==> config.mk <==
export PLATFORM = sky130hd
export DESIGN_NAME = csblit_apb
export DESIGN_NICKNAME = d
export VERILOG_FILES = /design/src/hw/rtl/csblit_pkg.sv /design/src/hw/rtl/csblit_apb.sv
export SDC_FILE = /design/constraint.sdc
export NUM_CORES = 1
export LEC_CHECK = 0
export ABC_AREA = 1
export BUFFER_PORTS_ARGS = -buffer_cell sky130_fd_sc_hd__buf_2
export CAP_MARGIN = 30
export CORE_ASPECT_RATIO = 1.1
export CORE_MARGIN = 4
export CORE_UTILIZATION = 39
export CTS_CLUSTER_DIAMETER = 50
export DETAILED_ROUTE_END_ITERATION = 7
export PLACE_DENSITY_LB_ADDON = 0.08
export SLEW_MARGIN = 30
export SYNTH_ARGS = -nofsm -noshare
export SYNTH_HDL_FRONTEND = slang
export SYNTH_SLANG_ARGS = --single-unit
export TNS_END_PERCENT = 100
==> constraint.sdc <==
create_clock -name clk -period 1.3 [get_ports clk]
set_clock_uncertainty 0.15 [all_clocks]
set_input_delay 0.13 -clock clk [delete_from_list [all_inputs] [get_ports clk]]
set_output_delay 0.13 -clock clk [all_outputs]
set_load 0.1 [all_outputs]
==> src/hw/rtl/csblit_pkg.sv <==
// ----------------------------------------------------------------------------
// Sprite blitter package
// Screen geometry, derived widths, item codes and the frame memory request.
// ----------------------------------------------------------------------------
package csblit_pkg;

	localparam int SCREEN_PIXELS_WIDE = 128;
	localparam int SCREEN_ROWS        = 64;
	localparam int SPRITE_ROWS        = 8;

	localparam int SPRITE_PIXELS = 8;
	localparam int ROW_BYTES     = SCREEN_PIXELS_WIDE / 8;
	localparam int STORE_BYTES   = SCREEN_ROWS * ROW_BYTES;

	localparam int AW      = $clog2(STORE_BYTES);
	localparam int CW      = $clog2(ROW_BYTES);
	localparam int SROW_W  = (SPRITE_ROWS > 1) ? $clog2(SPRITE_ROWS) : 1;
	localparam int PROW_W  = $clog2(SCREEN_ROWS + SPRITE_ROWS);
	localparam int S_W     = 19;

	localparam int PADDR_W   = 3;
	localparam int REG_IDX_W = PADDR_W - 2;
	localparam logic [REG_IDX_W-1:0] REG_VIEW_LEFT = '0;

	localparam logic [1:0] KIND_BLIT  = 2'd0;
	localparam logic [1:0] KIND_READ  = 2'd1;
	localparam logic [1:0] KIND_WRITE = 2'd2;

	typedef struct packed {
		logic          rd_en;
		logic [AW-1:0] rd_addr;
		logic          wr_en;
		logic [AW-1:0] wr_addr;
		logic [7:0]    wr_data;
	} mem_req_t;

endpackage

==> src/hw/rtl/csblit_apb.sv <==
// ----------------------------------------------------------------------------
// Sprite blitter configuration registers
// APB-style register file holding the camera's left edge.
// ----------------------------------------------------------------------------
module csblit_apb
	import csblit_pkg::*;
(
	input  logic               clk,
	input  logic               arst_n,
	input  logic               psel,
	input  logic               penable,
	input  logic               pwrite,
	input  logic [PADDR_W-1:0] paddr,
	input  logic [31:0]        pwdata,
	output logic [31:0]        prdata,
	output logic               pready,
	output logic [15:0]        view_left
);

	logic [15:0]          view_left_q;
	logic [REG_IDX_W-1:0] reg_idx;

	assign reg_idx   = paddr[PADDR_W-1:2];
	assign pready    = 1'b1;
	assign view_left = view_left_q;

	always_ff @(posedge clk or negedge arst_n) begin
		if (!arst_n) begin
			view_left_q <= '0;
		end else if (psel && penable && pwrite && reg_idx == REG_VIEW_LEFT) begin
			view_left_q <= pwdata[15:0];
		end
	end

	always_comb begin
		prdata = '0;
		if (reg_idx == REG_VIEW_LEFT) begin
			prdata = {16'h0000, view_left_q};
		end
	end

endmodule

**After elaboration in Yosys (flattened, before gate mapping)**

Index checks and enable logic that the tools add are counted.

- Register bits after elaboration: 16
- Input port bits: 40
- Output and inout bits: 49

- Muxes and demuxes: 1
- Bitwise logic cells: 1
- Reductions and logical operators: 3

Operator list:

| kind | number |
|---|---|
| two-way mux 16 bit | 1 |
| logical AND 1 bit | 3 |
| inverter 1 bit | 1 |

**Depth between registers and ports, before layout**

- Depth after elaboration: 3
- Mapped depth: 6
- Mapped depth without buffers: 5

**Worst setup path before layout**

Ideal clock, no wire load.

- Kind: register to output
- Start point: register view_left_q[0], in the netlist view_left[0]
- End point: output port prdata[0]
- Arrival: 2.283 ns
- Data required time: 1.020 ns
- Path slack: -1.263 ns
- Cell stages (with the launch flop): 3
- Path buffers: 0
- Path through: dfrtp_1 > inv_1 > nor2_1

- Word-level cells in the longest chain between the ends: 1

RTL lines:

| item | RTL line | source |
|---|---|---|
| start, declared | csblit_apb.sv:20 | `logic [15:0] view_left_q;` |
| start signal, assigned | csblit_apb.sv:31 | `view_left_q <= pwdata[15:0];` |
| two-way mux 16 bit | csblit_apb.sv:37 | `if (reg_idx == REG_VIEW_LEFT) begin` |
| end, declared | csblit_apb.sv:15 | `output logic [31:0] prdata,` |

No other way between the ends.

**Worst setup path in the final report**

- Start point: register view_left_q[5], in the netlist view_left[5]
- End point: output port prdata[5]

The elaborated chain is that of the path after synthesis.

==> impl_metrics.py <==
metrics = {
    "floorplan": {
        "core_sq_mm": 0.002275,
        "rows": 18,
        "fp.dieH_microns": 59.45,
        "initial_core_util_pct": 41.25,
        "die_w_microns": 54.77,
        "fp.dieArea_sq_mm": 0.003256,
        "io_pins": 89,
    },
    "worst_setup_path": {
        "crit_arrival_ns": 1.13,
        "path_class": "reg -> out",
        "worstReg2RegStart": "view_left[5]",
        "critPathCaptureType": "primary output",
        "reg2reg_slack_ns": 0.33,
        "reg2regPathDepth": 2,
        "start_kind": "flip-flop",
        "required_ns": 1.02,
        "crit_fanout": 3,
        "worst_r2r_endpoint": "view_left[5]",
    },
    "timing": {
        "fin_setup_tns_ns": -1.300,
        "fin_crit_ns": 1.408,
        "rsz0062_at_grt": "yes",
        "fin_ws_ns": -0.1075,
        "period_share_pct": 108.3,
        "worst_hold_slack_ns": 0.04982,
        "finalSetupViolations": 17,
        "fmax_mhz": 710.5,
        "finalHoldViolCount": 0,
        "maxSlewViolCount": 0,
    },
    "synthesis": {
        "ys_top_cells_by_area": "dfrtp_1 (43%), buf_4 (14%), nand2_1 (13%)",
        "yosysWarnings": 0,
        "netlist_area_sq_um": 938.4,
        "post-synth-top-area-cell": "dfrtp_1",
        "synth_top_area_share_pct": 42.67,
        "ys_seq_area_share_pct": 42.67,
        "syn_area_per_cell_sq_um": 7.507,
        "synth_cells": 125,
        "synth_seq_cells": 16,
        "synth_cell_types": 12,
    },
    "cells_and_area": {
        "syn_to_final_growth_pct": 119.7,
        "most-common-layout-cells": "nand2_1 (33), buf_12 (32), buf_2 (21)",
        "fill_cells": 94,
        "largest_reg_flops": 16,
        "num-nets-final": 238,
        "antenna_cells": 0,
        "drive_gt1_share_pct": 57.36,
        "mostFrequentLayoutCell": "nand2_1",
    },
    "clock_tree": {
        "cts_buffers": 3,
        "tritoncts": "yes",
        "clockRootBuffer": "clkbuf_4",
        "htree_levels": 1,
        "clkSlewWorstSetupHoldPaths_ns": 0.10,
        "clock_path_buffers": 2,
        "clk_latency_ns": 0.29,
        "cts.sinks": 16,
    },
    "placed_design": {
        "hpwlAfterDp_microns": 2274,
        "io_buffers": 53,
        "place_congestion": 0.6373,
    },
    "run_status": {
        "failed_checks": "setup timing",
        "status": "finished with violations",
    },
    "min_path": {
        "whs_endpoint": "view_left[10]",
        "min_from": "paddr[2]",
        "hp-class": "in -> reg",
        "whs_path_depth": 4,
    },
    "pwr": {
        "peakVddDrop_mv": 1.549,
        "p_per_area_mw_per_mm2": 1741,
        "power_mw": 3.590,
        "leakage_nw": 0.9747,
    },
    "global_route": {
        "first_global_vias": 1088,
        "grt_use_total_pct": 23.91,
        "grt_max_degree": 17,
        "grt_antenna_before_repair": 0,
        "grt.overflow.total": 0,
        "grt_pass1_wl_microns": 5368,
    },
    "detailed_routing": {
        "drt_iter0_markers": 28,
        "drc_errors": 0,
        "vias": 1030,
        "viasPerCell": 4.537,
        "detail-route-antenna-nets": 0,
        "wl_per_cell_microns": 16.31,
        "drt_pass1_iterations": 4,
        "drt-total-wl_microns": 3703,
    },
    "run": {
        "maxCapViolations": 0,
    },
}
[worst max-delay path, cell delays in order, from the launching register on]
cell and delay, ns:
dfrtp_4 0.44, inv_2 0.06, nor2_4 0.14, buf_12 0.19
[power by group]
| part | switching (mW) | total (mW) | internal, mW |
|---|---|---|---|
| Sequential | 0.174 | 0.827 | 0.653 |
| Clock | 0.168 | 0.339 | 0.171 |
| Combinational | 1.67 | 2.42 | 0.750 |
| Total | 2.02 | 3.59 | 1.57 |
[through the flow]
stage / area (sq um) / utilization (%) / cells / worst slack, ns
3_5_place_dp: 1821 / 80.03 / 205 / 0.1365
3_3_place_gp: 1821 / 80.03 / 205 / 0.1620
5_1_grt: 2062 / 90.65 / 227 / -0.1567
6_report: 2062 / 90.65 / 227 / -0.1075
2_1_floorplan: 1175 / - / 140 / -0.1587
4_1_cts: 2027 / 89.11 / 226 / -0.09454
[how the worst max path moves through the flow]
stage / from / to / slack, ns / cells after the start
after floorplan: view_left[0] / prdata[0] / -0.16 / 2
after global placement: paddr[2] / prdata[13] / 0.16 / 4
after detailed placement: paddr[2] / prdata[11] / 0.14 / 4
after CTS: view_left[11] / prdata[11] / -0.09 / 3
after global routing: view_left[5] / prdata[5] / -0.16 / 3
final: view_left[5] / prdata[5] / -0.11 / 3
[synthesized netlist by cell type]
| library cell | number |
|---|---|
| nand2_1 | 33 |
| buf_4 | 18 |
| inv_1 | 17 |
| dfrtp_1 | 16 |
| nand3_1 | 16 |
| nor2_1 | 16 |
| buf_2 | 2 |
| buf_6 | 2 |
| conb_1 | 2 |
| inv_2 | 1 |
| nand2_4 | 1 |
| nor2_8 | 1 |
[final cells by class]
cell class              count  area [sq um]  share of cell area (%)
clock buffers               4         36.28                   1.760
inverters                  18         95.09                   4.612
multi-input cells          84         479.2                   23.24
flip-flops and latches     16         460.4                   22.33
well taps                  30         37.54                   1.820
repair buffers             75         953.4                   46.24
[layer usage]
layer	global-route usage, %	routed length (microns)	vias to the layer above
li1	-	-	482
met1	26.55	1294	478
met2	42.40	2036	59
met3	4.282	242	11
met4	11.39	129	0
met5	0	0	-
[timing repair]
| action | CTS | global route |
|---|---|---|
| gates resized for setup | 0 | 11 |
| pin swaps | 13 | 1 |
| hold endpoints to repair | 32 | 0 |
| hold buffers | 17 | 0 |
| endpoints found under the setup margin | 16 | 29 |
| buffers inserted | 0 | 1 |
[kinds of logic (layout without fill, tap and decap cells)]
family,after synthesis,after routing,synth area share [%]
other cells,2,17,0.8003
flops,16,16,42.67
simple gates,67,67,31.47
buf+inv,40,97,25.07
Power figures use the tool's default switching activity.
