$ cat src/hw/rtl/csblit_pkg.sv
// ----------------------------------------------------------------------------
// Sprite blitter package
// Screen geometry, derived widths, item codes and the frame memory request.
// ----------------------------------------------------------------------------
package csblit_pkg;

	localparam int SCREEN_PIXELS_WIDE = 128;
	localparam int SCREEN_ROWS        = 64;
	localparam int SPRITE_ROWS        = 8;

	localparam int SPRITE_PIXELS = 8;
	localparam int ROW_BYTES     = SCREEN_PIXELS_WIDE / 8;
	localparam int STORE_BYTES   = SCREEN_ROWS * ROW_BYTES;

	localparam int AW      = $clog2(STORE_BYTES);
	localparam int CW      = $clog2(ROW_BYTES);
	localparam int SROW_W  = (SPRITE_ROWS > 1) ? $clog2(SPRITE_ROWS) : 1;
	localparam int PROW_W  = $clog2(SCREEN_ROWS + SPRITE_ROWS);
	localparam int S_W     = 19;

	localparam int PADDR_W   = 3;
	localparam int REG_IDX_W = PADDR_W - 2;
	localparam logic [REG_IDX_W-1:0] REG_VIEW_LEFT = '0;

	localparam logic [1:0] KIND_BLIT  = 2'd0;
	localparam logic [1:0] KIND_READ  = 2'd1;
	localparam logic [1:0] KIND_WRITE = 2'd2;

	typedef struct packed {
		logic          rd_en;
		logic [AW-1:0] rd_addr;
		logic          wr_en;
		logic [AW-1:0] wr_addr;
		logic [7:0]    wr_data;
	} mem_req_t;

endpackage

$ cat src/hw/rtl/csblit_engine.sv
// ----------------------------------------------------------------------------
// Sprite blitter engine
// Sequencer that clears the frame memory, serves byte reads and writes, places
// sprites and walks their rows through a read-modify-write pipeline.
// ----------------------------------------------------------------------------
module csblit_engine
	import csblit_pkg::*;
(
	input  logic        clk,
	input  logic        arst_n,
	input  logic [15:0] view_left,
	input  logic        item_valid,
	output logic        item_stall,
	input  logic [1:0]  kind,
	input  logic [63:0] sprite_rows,
	input  logic [15:0] world_x,
	input  logic [5:0]  row_y,
	input  logic signed [7:0] nudge,
	input  logic        xor_mode,
	input  logic [9:0]  byte_addr,
	input  logic [7:0]  write_data,
	output logic        result_valid,
	input  logic        result_stall,
	output logic [7:0]  read_data,
	output logic        drawn,
	output logic        clipped,
	output mem_req_t    mem_req,
	input  logic [7:0]  mem_rdata
);

	typedef enum logic [2:0] {
		ST_CLEAR, ST_IDLE, ST_PLACE, ST_GEOM, ST_WALK, ST_RDATA, ST_RESP
	} state_t;

	typedef enum logic [1:0] {PL_FULL, PL_LEFT, PL_RIGHT, PL_OFF} place_t;

	state_t state_q;
	logic [AW-1:0] clr_q;
	logic result_valid_q;
	logic [7:0] read_data_q;
	logic drawn_q;
	logic clipped_q;

	logic [1:0] kind_q;
	logic [63:0] spr_q;
	logic [15:0] wx_q;
	logic [5:0] y_q;
	logic signed [7:0] nudge_q;
	logic xor_q;
	logic [9:0] addr_q;
	logic [7:0] wdata_q;
	logic signed [S_W-1:0] s_q;
	logic cull_q;
	place_t place_q;
	logic [2:0] r_q;
	logic [CW-1:0] col_q;
	logic [SROW_W-1:0] i_q;
	logic half_q;
	logic [PROW_W-1:0] row_q;
	logic [7:0] res_read_q;
	logic res_drawn_q;
	logic res_clip_q;

	logic en_s1;
	logic [AW-1:0] waddr_s1;
	logic [7:0] bits_s1;

	logic accept;
	logic signed [S_W-1:0] s_d;
	logic [16:0] wx_e;
	logic [16:0] cam_e;
	logic cull_d;
	place_t place_d;
	logic geom_draw;
	logic [CW:0] colsel;
	logic slot_en;
	logic [15:0] shifted;
	logic [7:0] slot_bits;
	logic [AW-1:0] slot_addr;
	logic walk_last;
	logic [AW-1:0] item_addr;
	logic in_range;
	logic [7:0] merged;

	assign accept       = item_valid && state_q == ST_IDLE;
	assign item_stall   = state_q != ST_IDLE;
	assign result_valid = result_valid_q;
	assign read_data    = read_data_q;
	assign drawn        = drawn_q;
	assign clipped      = clipped_q;

	assign wx_e  = {1'b0, wx_q};
	assign cam_e = {1'b0, view_left};
	assign s_d   = signed'({3'b000, wx_q}) - signed'({3'b000, view_left})
		+ S_W'(nudge_q);
	assign cull_d = (wx_e > cam_e + 17'(SCREEN_PIXELS_WIDE))
		|| (wx_e + 17'(SPRITE_PIXELS) < cam_e);

	always_comb begin
		if (!s_q[S_W-1] && s_q <= S_W'(SCREEN_PIXELS_WIDE - SPRITE_PIXELS)) begin
			place_d = PL_FULL;
		end else if (s_q[S_W-1] && s_q > S_W'(-SPRITE_PIXELS)) begin
			place_d = PL_LEFT;
		end else if (!s_q[S_W-1] && s_q < S_W'(SCREEN_PIXELS_WIDE)) begin
			place_d = PL_RIGHT;
		end else begin
			place_d = PL_OFF;
		end
	end

	assign geom_draw = !cull_q && place_d != PL_OFF && 32'(y_q) < SCREEN_ROWS;

	assign colsel    = half_q ? ({1'b0, col_q} + 1'b1) : {1'b0, col_q};
	assign slot_en   = 32'(row_q) < SCREEN_ROWS && 32'(colsel) < ROW_BYTES
		&& (!half_q || place_q == PL_FULL);
	assign shifted   = {spr_q[63:56], 8'h00} >> r_q;
	assign slot_bits = (half_q || place_q == PL_LEFT) ? shifted[7:0] : shifted[15:8];
	assign slot_addr = AW'(32'(row_q) * ROW_BYTES + 32'(colsel));
	assign walk_last = half_q && i_q == SROW_W'(SPRITE_ROWS - 1);

	assign item_addr = AW'(addr_q);
	assign in_range  = 32'(addr_q) < STORE_BYTES;
	assign merged    = xor_q ? (mem_rdata ^ bits_s1) : (mem_rdata | bits_s1);

	always_comb begin
		mem_req = '0;
		if (state_q == ST_CLEAR) begin
			mem_req.wr_en   = 1'b1;
			mem_req.wr_addr = clr_q;
		end else if (en_s1) begin
			mem_req.wr_en   = 1'b1;
			mem_req.wr_addr = waddr_s1;
			mem_req.wr_data = merged;
		end else if (state_q == ST_PLACE && kind_q == KIND_WRITE && in_range) begin
			mem_req.wr_en   = 1'b1;
			mem_req.wr_addr = item_addr;
			mem_req.wr_data = wdata_q;
		end
		if (state_q == ST_PLACE && kind_q == KIND_READ) begin
			mem_req.rd_en   = 1'b1;
			mem_req.rd_addr = item_addr;
		end else if (state_q == ST_WALK && slot_en) begin
			mem_req.rd_en   = 1'b1;
			mem_req.rd_addr = slot_addr;
		end
	end

	always_ff @(posedge clk or negedge arst_n) begin
		if (!arst_n) begin
			state_q        <= ST_CLEAR;
			clr_q          <= '0;
			result_valid_q <= 1'b0;
			read_data_q    <= '0;
			drawn_q        <= 1'b0;
			clipped_q      <= 1'b0;
		end else begin
			if (result_valid_q && !result_stall && state_q != ST_RESP) begin
				result_valid_q <= 1'b0;
			end
			case (state_q)
				ST_CLEAR: begin
					clr_q <= clr_q + 1'b1;
					if (clr_q == AW'(STORE_BYTES - 1)) begin
						state_q <= ST_IDLE;
					end
				end
				ST_IDLE: begin
					if (item_valid) begin
						state_q <= ST_PLACE;
					end
				end
				ST_PLACE: begin
					case (kind_q)
						KIND_BLIT: state_q <= ST_GEOM;
						KIND_READ: state_q <= ST_RDATA;
						default:   state_q <= ST_RESP;
					endcase
				end
				ST_GEOM: begin
					state_q <= geom_draw ? ST_WALK : ST_RESP;
				end
				ST_WALK: begin
					if (walk_last) begin
						state_q <= ST_RESP;
					end
				end
				ST_RDATA: begin
					state_q <= ST_RESP;
				end
				ST_RESP: begin
					if (!result_valid_q || !result_stall) begin
						result_valid_q <= 1'b1;
						read_data_q    <= res_read_q;
						drawn_q        <= res_drawn_q;
						clipped_q      <= res_clip_q;
						state_q        <= ST_IDLE;
					end
				end
				default: begin
					state_q <= ST_IDLE;
				end
			endcase
		end
	end

	always_ff @(posedge clk) begin
		if (accept) begin
			kind_q      <= kind;
			spr_q       <= sprite_rows;
			wx_q        <= world_x;
			y_q         <= row_y;
			nudge_q     <= nudge;
			xor_q       <= xor_mode;
			addr_q      <= byte_addr;
			wdata_q     <= write_data;
			res_read_q  <= '0;
			res_drawn_q <= 1'b0;
			res_clip_q  <= 1'b0;
		end
		case (state_q)
			ST_PLACE: begin
				s_q    <= s_d;
				cull_q <= cull_d;
			end
			ST_GEOM: begin
				place_q     <= place_d;
				res_drawn_q <= geom_draw;
				res_clip_q  <= geom_draw && place_d != PL_FULL;
				r_q         <= s_q[2:0];
				col_q       <= (place_d == PL_LEFT) ? '0 : s_q[3 +: CW];
				i_q         <= '0;
				half_q      <= 1'b0;
				row_q       <= PROW_W'(y_q);
			end
			ST_WALK: begin
				half_q <= !half_q;
				if (half_q) begin
					i_q   <= i_q + 1'b1;
					row_q <= row_q + 1'b1;
					spr_q <= spr_q << 8;
				end
			end
			ST_RDATA: begin
				res_read_q <= in_range ? mem_rdata : 8'h00;
			end
			default: begin
			end
		endcase
	end

	always_ff @(posedge clk or negedge arst_n) begin
		if (!arst_n) begin
			en_s1 <= 1'b0;
		end else begin
			en_s1 <= state_q == ST_WALK && slot_en;
		end
	end

	always_ff @(posedge clk) begin
		waddr_s1 <= slot_addr;
		bits_s1  <= slot_bits;
	end

endmodule

$ cat config.mk
export PLATFORM = sky130hd
export DESIGN_NAME = csblit_engine
export DESIGN_NICKNAME = d
export VERILOG_FILES = /design/src/hw/rtl/csblit_pkg.sv /design/src/hw/rtl/csblit_engine.sv
export SDC_FILE = /design/constraint.sdc
export NUM_CORES = 1
export LEC_CHECK = 0
export ABC_AREA = 0
export BUFFER_PORTS_ARGS = -buffer_cell sky130_fd_sc_hd__buf_2
export CORE_MARGIN = 1.5
export CORE_UTILIZATION = 46
export DETAILED_ROUTE_END_ITERATION = 8
export GPL_ROUTABILITY_DRIVEN = 0
export PLACE_DENSITY = 0.71
export SETUP_SLACK_MARGIN = 0.02
export SYNTH_ARGS = -nofsm -noshare
export SYNTH_HDL_FRONTEND = slang
export SYNTH_SLANG_ARGS = --single-unit
$ cat constraint.sdc
create_clock -name clk -period 5.5 [get_ports clk]
set_input_delay 0.825 -clock clk [delete_from_list [all_inputs] [get_ports clk]]
set_output_delay 0.825 -clock clk [all_outputs]
set_load 0.005 [all_outputs]
### Word level (Yosys, flattened, before mapping)

Index checks and enable logic that the tools add are counted.

* mux-type cells: 35
* bitwise gates (word level): 2
* $add $sub $neg: 9
* reductions and logical operators: 33
* magnitude comparators: 7
* shifts and indexed selects: 1
* eq/ne operators: 20
* multiply operators: 0
* divide/modulo/power cells: 0

Operators with widths (number)
* 64-bit 2-to-1 mux: 3
* 8-bit 2-to-1 mux: 5
* 19-bit 2-to-1 mux: 2
* 11-bit 2-to-1 mux: 3
* 3-bit one-hot mux with 7 select lines: 1
* 19-bit by 4-bit greater-than comparator with 1-bit output, second input constant: 1
* 19-bit by 8-bit <= comparator with 1-bit output, second input constant: 1
* 19-bit by 9-bit less-than comparator with 1-bit output, second input constant: 1
* 17-bit by 8-bit adder with 18-bit output: 1
* 16-bit by 4-bit adder with 17-bit output, second input constant: 1
* 16-bit by 8-bit adder with 17-bit output, second input constant: 1
* 16-bit by 17-bit greater-than comparator with 1-bit output: 1
* 17-bit by 16-bit less-than comparator with 1-bit output: 1
* 16-bit by 16-bit subtractor with 17-bit output: 1
* 16-bit by 3-bit right shift with 16-bit output: 1
* 3-bit 2-to-1 mux: 5
* 1-bit logical AND: 14
* 7-bit one-hot mux with 2 select lines: 1
* 3-bit == test, second input constant: 4
* 3-bit one-hot mux with 2 select lines: 2
* 10-bit by 1-bit adder with 10-bit output, second input constant: 1
* 10-bit by 5-bit adder with 10-bit output: 1
* 10-bit == test, second input constant: 1
* 2-bit inequality test, second input constant: 5
* 26 further kinds: 49

* bits in writable memories: 0
* output and inout port bits: 42
* bits in registers: 208
* memories: 0
* bits of input ports: 143
* bits in latches: 0
* memory bits (read-only): 0
* word-level logic and storage cells: 135

### Depth between registers and ports, before layout

* depth in word-level cells: 9
* depth in mapped cells: 16
* mapped depth without buffers: 16

### Least setup slack after synthesis

No wires, ideal clock.

* path type: input to register
* from: input port view_left[0]
* to: register s_q[13], data pin
* stages on the path: 14
* buffers on the path: 0
* setup time: 259 ps
* required time: 5241 ps
* arrival time: 3634 ps
* slack: 1607 ps
* cells stage by stage: ha_1 > fa_1 > nand2b_1 > a21oi_1 > or2_2 > a21o_1 > a21oi_1 > xnor2_1 > ha_1 > a2111oi_4 > nand2b_1 > a221o_2 > a31oi_2 > xnor2_1

* word-level cells in the longest chain between the ends: 2

Ends and longest elaborated chain
* from (decl): RTL line csblit_engine.sv:11 `input logic [15:0] view_left,`
* 16-bit by 16-bit subtractor with 17-bit output: RTL line csblit_engine.sv:94 `assign s_d = signed'({3'b000, wx_q}) - signed'({3'b000, view_left})`
* 17-bit by 8-bit adder with 18-bit output: RTL line csblit_engine.sv:95 `+ S_W'(nudge_q);`
* net s_d[13]: RTL line csblit_engine.sv:69 `logic signed [S_W-1:0] s_d;`
* to (signal assigned): RTL line csblit_engine.sv:222 `s_q <= s_d;`
* to (decl): RTL line csblit_engine.sv:52 `logic signed [S_W-1:0] s_q;`

The timed path passes the listed nets, and every way through them passes these cells.
A chain may end at the register's enable or synchronous reset.

==> run metrics <==
PD cells between 400 and 500 nW/um^2; Avg WL per Cell approximately 15 um; CTS resizes 0; Period minus WS final around 4.3 ns; Layout Cells excl Fill roughly 1.6k; internal reg-to-reg setup slack about 1.8 ns; r2r worst-path depth 16; Crit Reg-Reg Endpoint s_q[13]; Starting Density a little under half; Req. time, crit path around 4.7 ns; final hold slack just over 0.3 ns; fin area about 13,000 sq um; Placed Cells ~1.5k; worst hold path class in2async; prevailing post-synth register cell edfxtp_1; Mapped Area 11,000 sq um; Post-synth top cells 142 x nand2_1, 100 x edfxtp_1, 82 x dfxtp_1, 76 x o21ai_0, 72 x ha_1; Synth cell types 70; # Max-Cap Violations 0; clock skew 0.0191 ns; worst slew pin tran between 1 and 1.5 ns; fillers ~2.1k; row cnt between 50 and 60; IO Port Bufs 184; Synth top area share between 20% and 30%; Pre-antenna DRT Iters 5; Clock Tree Buf Depth 3; die area approximately 25,000 sq um; Final Hold Viols 0; DP Area 12,100 sq um; TritonCTS buffer count 24; Setup crit end kind output pin; DP HPWL around 17 mm; Cells after Synth between 1k and 1.5k; Pleak ~0.0053 uW; Post-CTS Setup Repair Bufs 0; CTS tree done; clock sinks 207; Critical-path top delay cell and4b_1; H-Tree Depth 1; cells along the critical path nor2b_2 -> and2b_1 -> and4b_1 -> a22oi_1 -> o21ai_0 -> buf_2; setup violators final 0; relative slew slack between 20% and 30%; total track usage between 15 and 20%; post-layout net count approximately 1.5k; Power, Total 5850 uW; syn avg cell area 10.3 sq um; Vias slightly above 8k; vias in the first global route ~7.8k; CP Class reg2out; largest cells by area after synthesis edfxtp_1 27%, dfxtp_1 15%, ha_1 8.2%; RSZ-0062 raised after global routing false; FMAX between 0.2 and 0.25 GHz; peak per-stage delay on the critical path about 0.82 ns; largest net degree at the start of global routing 122; Post-synth EDFFs 100; stages on the worst setup path 6; crit-path max FO 22; worst reg2reg path startpoint wx_q[0]; #FFs+latches synth between 200 and 250; CP top delay family simple AND/OR/NAND/NOR gates; Die Ht between 150 and 200 um; Post-synth ARST share around 12%; CTS root buffer clkbuf_16; clock insertion delay at the later pin of the skew report about 0.52 ns; Reg clk slew, reported paths 0.06 ns; Startpoint Class register; sequential fraction of the synthesis area roughly half; setup TNS 0 ns; Layout area overhead 17.5%; Ports ~190; core area between 20,000 and 25,000 sq um; number of routed nets with antenna violations 0; Via density 5.19; worst path arrival time 3.43 ns; Ys Warns 0; count leader, synth nand2_1; first-pass GRT wire length between 30 and 40 mm; maximum VDD drop between 0.2 and 0.3 mV; total routed wirelength approximately 23 mm; syn nets about 1.3k; GR Overflow Total 0; fin crit share a little under 80%; Yosys top cell by area edfxtp_1; Die W 157 um; initial antenna violation count 3; DRC Markers 0; status finished clean; Buf/Inv on CP 1; fraction of layout cells with a size suffix above 1 about a fifth; Slew Limit Fails 0; number of DRC markers in iteration 0 381; Hold-fix buffers, CTS 0
==> how the worst max path moves through the flow <==
stage,start,end
detailed placement,view_left[0],s_q[13]
floorplan,view_left[0],s_q[13]
CTS,state_q[1],mem_req[15]
global route,state_q[1],mem_req[9]
finish,state_q[1],mem_req[15]
global placement,view_left[0],s_q[13]
==> registers in the layout, summed over array words and instances, names as in the netlist, 4 cells and up <==
| name | count |
|---|---|
| addr_q | 10 |
| bits_s1 | 8 |
| clr_q | 10 |
| col_q | 4 |
| nudge_q | 8 |
| read_data | 8 |
| res_read_q | 8 |
| row_q | 7 |
| s_q | 18 |
| spr_q | 64 |
| waddr_s1 | 10 |
| wdata_q | 8 |
| wx_q | 16 |
| y_q | 6 |
==> final cells by class <==
type / count / area [sq um] / share of cell area (%)
Clock inverter: 9 / 85.1 / 0.660
Multi-Input combinational cell: 760 / 5290 / 41.0
Timing Repair Buffer: 188 / 951 / 7.37
Tap cell: 319 / 399 / 3.09
Sequential cell: 207 / 5270 / 40.9
Antenna cell: 2 / 5.00 / 0.0388
Inverter: 52 / 198 / 1.53
Clock buffer: 35 / 704 / 5.46
==> per-layer routing <==
layer | track usage (%) | share of wire (%) | vias up
li1 | - | - | 4196
met1 | 24.2 | 46 | 3703
met2 | 30.7 | 46 | 230
met3 | 3.41 | 5.6 | 35
met4 | 5.71 | 2.4 | 2
met5 | 0 | 0.057 | -
==> per-stage QoR <==
step                      util, %  worst slack, ns
after floorplan                 -             1.61
after global routing         55.0            0.963
after detailed placement     51.6             1.24
final                        55.0             1.25
after CTS                    54.9             1.20
after global placement       51.6             1.30
==> power breakdown <==
part	leakage (uW)	switching (uW)	total (uW)	internal, uW
sequential	0.00191	342	2540	2200
clock	0.000385	609	1550	938
combinational	0.00304	959	1760	804
==> cell families after synthesis <==
| kind of cell | share of synthesized area, % |
|---|---|
| buffers and inverters | 3.88 |
| xor gates and xnor gates | 5.03 |
| DFF | 48.0 |
| muxes | 7.59 |
| adders and majority gates | 8.57 |
| and+or+nand+nor | 13.1 |
| AOI/OAI and AO/OA | 13.8 |
==> cells in the final DEF (no fill, tap or decap), drive strengths merged, types with 3 or more instances in the layout <==
master,n
clkbuf,35
xor2,18
and3,26
nor4,3
nor2b,5
o211ai,6
dfrtp,25
xnor2,45
clkinv,8
mux2i,63
nor3,8
a211oi,7
ha,72
o21ai,103
dfxtp,82
nand4,18
a22o,12
nor2,41
o21a,10
o22ai,7
or2,4
a21o,8
inv,52
a31oi,5
nand3,24
mux2,18
nand2,143
a22oi,19
and2,10
a21oi,42
nand2b,9
buf,188
edfxtp,100
Note: power is estimated with default switching activity, not from simulation.
